### config.mk
export PLATFORM = sky130hd
export DESIGN_NAME = trilin_lerp
export DESIGN_NICKNAME = d
export VERILOG_FILES = /design/src/design/trilin_pkg.sv /design/src/design/trilin_lerp.sv
export SDC_FILE = /design/constraint.sdc
export NUM_CORES = 2
export LEC_CHECK = 0
export CAP_MARGIN = 20
export CORE_ASPECT_RATIO = 1.4
export CORE_MARGIN = 10
export CORE_UTILIZATION = 30
export CTS_BUF_LIST = sky130_fd_sc_hd__clkbuf_4 sky130_fd_sc_hd__clkbuf_8
export DETAILED_ROUTE_END_ITERATION = 7
export DONT_BUFFER_PORTS = 1
export RECOVER_POWER = 100
export SLEW_MARGIN = 20
export SYNTH_ARGS = -nofsm -noshare
export SYNTH_HDL_FRONTEND = slang
export SYNTH_SLANG_ARGS = --single-unit
### constraint.sdc
create_clock -name clock -period 11.7 [get_ports clock]
set_input_delay 0.585 -clock clock [delete_from_list [all_inputs] [get_ports clock]]
set_output_delay 0.585 -clock clock [all_outputs]
set_load 0.05 [all_outputs]
### src/design/trilin_pkg.sv
// Shared widths, types and constants for the trilinear interpolation pipeline.
`timescale 1ns / 1ps

package trilin_pkg;

   localparam int VALUE_WIDTH  = 32;
   localparam int OFFSET_WIDTH = 16;
   localparam int FRAC_BITS    = 16;
   localparam int SLOPE_WIDTH  = VALUE_WIDTH + 1;
   localparam int DIFF_WIDTH   = SLOPE_WIDTH + 1;
   localparam int PROD_WIDTH   = DIFF_WIDTH + OFFSET_WIDTH + 1;

   localparam int LERP_STAGES  = 3;
   localparam int LERP_LEVELS  = 3;
   localparam int PIPE_STAGES  = 1 + LERP_LEVELS * LERP_STAGES;

   localparam int L1_COUNT     = 10;
   localparam int L2_COUNT     = 5;

   typedef logic signed [VALUE_WIDTH-1:0]  value_type;
   typedef logic signed [SLOPE_WIDTH-1:0]  slope_type;
   typedef logic signed [DIFF_WIDTH-1:0]   diff_type;
   typedef logic signed [PROD_WIDTH-1:0]   prod_type;
   typedef logic        [OFFSET_WIDTH-1:0] offset_type;
   typedef logic        [LERP_STAGES-1:0]  lerp_en_type;

   localparam prod_type ROUND_BIAS = PROD_WIDTH'(1) << (OFFSET_WIDTH - 1);

endpackage

### src/design/trilin_lerp.sv
// Three-stage pipelined linear interpolation with round-to-nearest.
`timescale 1ns / 1ps

module trilin_lerp (
   input  logic                    clock,
   input  trilin_pkg::lerp_en_type stage_en,
   input  trilin_pkg::slope_type   a,
   input  trilin_pkg::slope_type   b,
   input  trilin_pkg::offset_type  f,
   output trilin_pkg::slope_type   result
);
   import trilin_pkg::*;

   diff_type   diff_ff;
   diff_type   diff_in;
   slope_type  a1_ff;
   offset_type f1_ff;
   prod_type   prod_ff;
   prod_type   prod_in;
   slope_type  a2_ff;
   slope_type  result_ff;
   slope_type  result_in;
   prod_type   biased;
   logic signed [OFFSET_WIDTH:0] f_ext;

   always_comb begin
      diff_in   = diff_type'(b) - diff_type'(a);
      f_ext     = $signed({1'b0, f1_ff});
      prod_in   = diff_ff * f_ext;
      biased    = prod_ff + ROUND_BIAS;
      result_in = a2_ff + biased[OFFSET_WIDTH+SLOPE_WIDTH-1:OFFSET_WIDTH];
   end

   always_ff @(posedge clock) begin
      if (stage_en[0]) begin
         diff_ff <= diff_in;
         a1_ff   <= a;
         f1_ff   <= f;
      end
      if (stage_en[1]) begin
         prod_ff <= prod_in;
         a2_ff   <= a1_ff;
      end
      if (stage_en[2]) begin
         result_ff <= result_in;
      end
   end

   assign result = result_ff;

endmodule
==> results.ini <==
[worst_hold_path]
holdPathEnd=f1_ff[11]
whs_path_depth=0
hold_start=f[11]
hp-class=input port to flop

[synth]
yosysTopAreaCell=fa_1
syn_nets=3546
yosysUniqueCellTypes=72
syn_area_um2=27500
synth_edf_count=183
synth_warnings=0
synth_top_cell_area_share=0.368
async_reset_ff_frac=0
syn-mean-instance-area_um2=9.89
synth_ff_type=edfxtp_1
yosys-top-cells-area=fa_1, edfxtp_1, inv_1, ha_1, and2_1
synthCells=2775
synth-seq-cells=183
yosysSeqAreaShare=0.200

[timing]
skew_ns=0.0303
maxSlewHeadroom=-0.213
timing.fmax_ghz=0.105
worst_pin_slew_ns=1.77
fin_ws_ns=2.17
finalCriticalPeriod_ns=9.53
fin_crit_sh=0.814
grt_setup_unrepaired=no
setup_viol=0
fin_tns_setup_ns=0
slew_violations=4
report.final.hold_viol_count=0

[critical_path]
ff2ff_path_depth=21
reg2reg_from=f1_ff[9]
end_kind=flop
crit_path_start_kind=flop
path_max_fanout=18
required_ns=11.98
path_class=flop to flop
worstPathArrival_ns=9.81
rrSetupSlack_ns=2.17
r2r_end=prod_ff[39]

[route]
firstDrtPassIters=5
vias_per_cell=4.69
routed_wl_um=72700
antenna_left=0
drc_errors=0
drt_iter0_markers=1037
post_drt_wl_per_cell_um=18.5
vias=18446

[floorplanning]
die_h_um=378
start_util=0.302
core_um2=91000
io_pins=119
dieArea_um2=104000
die_width_um=276
rows=131

[clock_tree]
cts_sinks=183
post_cts_buffers=0
cts_tree=done
clockBufferDepth=2
cts-buffers-inserted=17
clkLatencyLatePin_ns=0.55
cts_htree_levels=4
clkTransAtPathRegs_ns=0.12
root_buffer=clkbuf_8
post_cts_resize_count=0
ctsHoldBuffers=0

[run_status]
violations=capacitance limit, slew limit
status=finished with violations

[global_route]
overflow=0
grt_pass1_vias=20343
grt_max_degree=84
grt_util_all_layers=0.143
grt_antenna_before_repair=15
grt_pass1_wl_um=115000

[placed_design]
place_area_um2=28800
io_buffers=0
hpwl_um=58000
gp_congestion=0.833
post-place-ws_ns=3.96

[job]
maxCapViolations=1

[finish]
final_common_cell=inv_1
final_cell_mix=inv_1, fa_1, nand2_1
final_area_um2=29200
drive_gt1_frac=0.0223
nets=3495
syn2layout_area_growth_pct=6.28

-- worst max-delay path: stages (launching register included) --
cell       delay (ns)
edfxtp_1         0.86
clkbuf_1         0.88
nand2_1          0.19
fa_1             0.56
inv_1            0.05
fa_1             0.48
fa_1             0.58
fa_1             0.44
fa_1             0.50
inv_1            0.05
fa_1             0.47
inv_1            0.04
ha_1             0.36
a21o_1           0.28
a311o_1          0.34
a2111oi_0        1.42
a21oi_1          0.49
o21ai_0          0.52
nand2b_1         0.21
a21o_1           0.24
a21oi_1          0.18
xnor2_1          0.09
-- final cells by class --
type | instances | area [um^2]
Clock inverter | 14 | 243
Sequential cell | 183 | 5500
Timing Repair Buffer | 25 | 180
Tap cell | 1197 | 1500
Multi-Input combinational cell | 1868 | 19200
Inverter | 629 | 2360
Antenna cell | 1 | 2.50
Clock buffer | 17 | 234
Fill cell | 9287 | 61800
-- kinds of logic after synthesis --
logic type	count (synthesis)	synth area share
buffers and inverters	724	0.0990
flip-flops	183	0.200
AO/OA/AOI/OAI	278	0.0691
AND/OR/NAND/NOR	772	0.139
multiplexers	2	0.000729
adder cells (fa/ha/maj)	685	0.450
XOR/XNOR	131	0.0418
-- cells in the mapped netlist, drive strengths merged (3+ instances only) --
cell and n:
nor2b 10, or3 4, o211ai 7, ha 180, a21boi 3, a211oi 15
and4 5, o311ai 3, xnor2 91, a21oi 84, inv 629, nor2 44
nand4 14, o21a 10, edfxtp 183, and3 25, nor3 16, fa 505
clkbuf 95, a21o 47, a31oi 5, nor4 5, nand2 356, or2 6
nand2b 9, and2 247, o21bai 12, a2111oi 5, xor2 40, nand3 24
a41oi 4, o31a 4, o21ai 50, a211o 3
-- registers in the layout, summed over array words and instances (netlist names) --
signal   count
a1_ff       33
diff_ff     34
prod_ff     34
result      33
f1_ff       16
a2_ff       33
-- stage by stage --
stage                     utilization  std cells  hold slack, ns
after detailed placement        0.316       3901           0.405
after floorplan                     -       2775           0.400
after global routing            0.321       3934          0.0774
after global placement          0.316       3901           0.402
after CTS                       0.322       3932          0.0459
final                           0.321       3934           0.121
-- how the worst max path moves through the flow --
| stage | to | start |
|---|---|---|
| floorplan | prod_ff[28] | f1_ff[8] |
| global placement | prod_ff[39] | f1_ff[9] |
| detailed placement | prod_ff[39] | f1_ff[9] |
| CTS | prod_ff[39] | f1_ff[9] |
| global route | prod_ff[48] | f1_ff[9] |
| finish | prod_ff[39] | f1_ff[9] |
-- per-layer routing --
metal  part of all wire  GRT usage  vias up
met5             0.0022          0        -
met4              0.025     0.0420       24
met3              0.050     0.0256      101
met2               0.54      0.272      403
met1               0.38      0.160     9506
li1                   -          -     8412
Power is left out: the tool's default activity adds up to more than one toggle a clock period on the data nets, which glitch-free logic cannot reach.
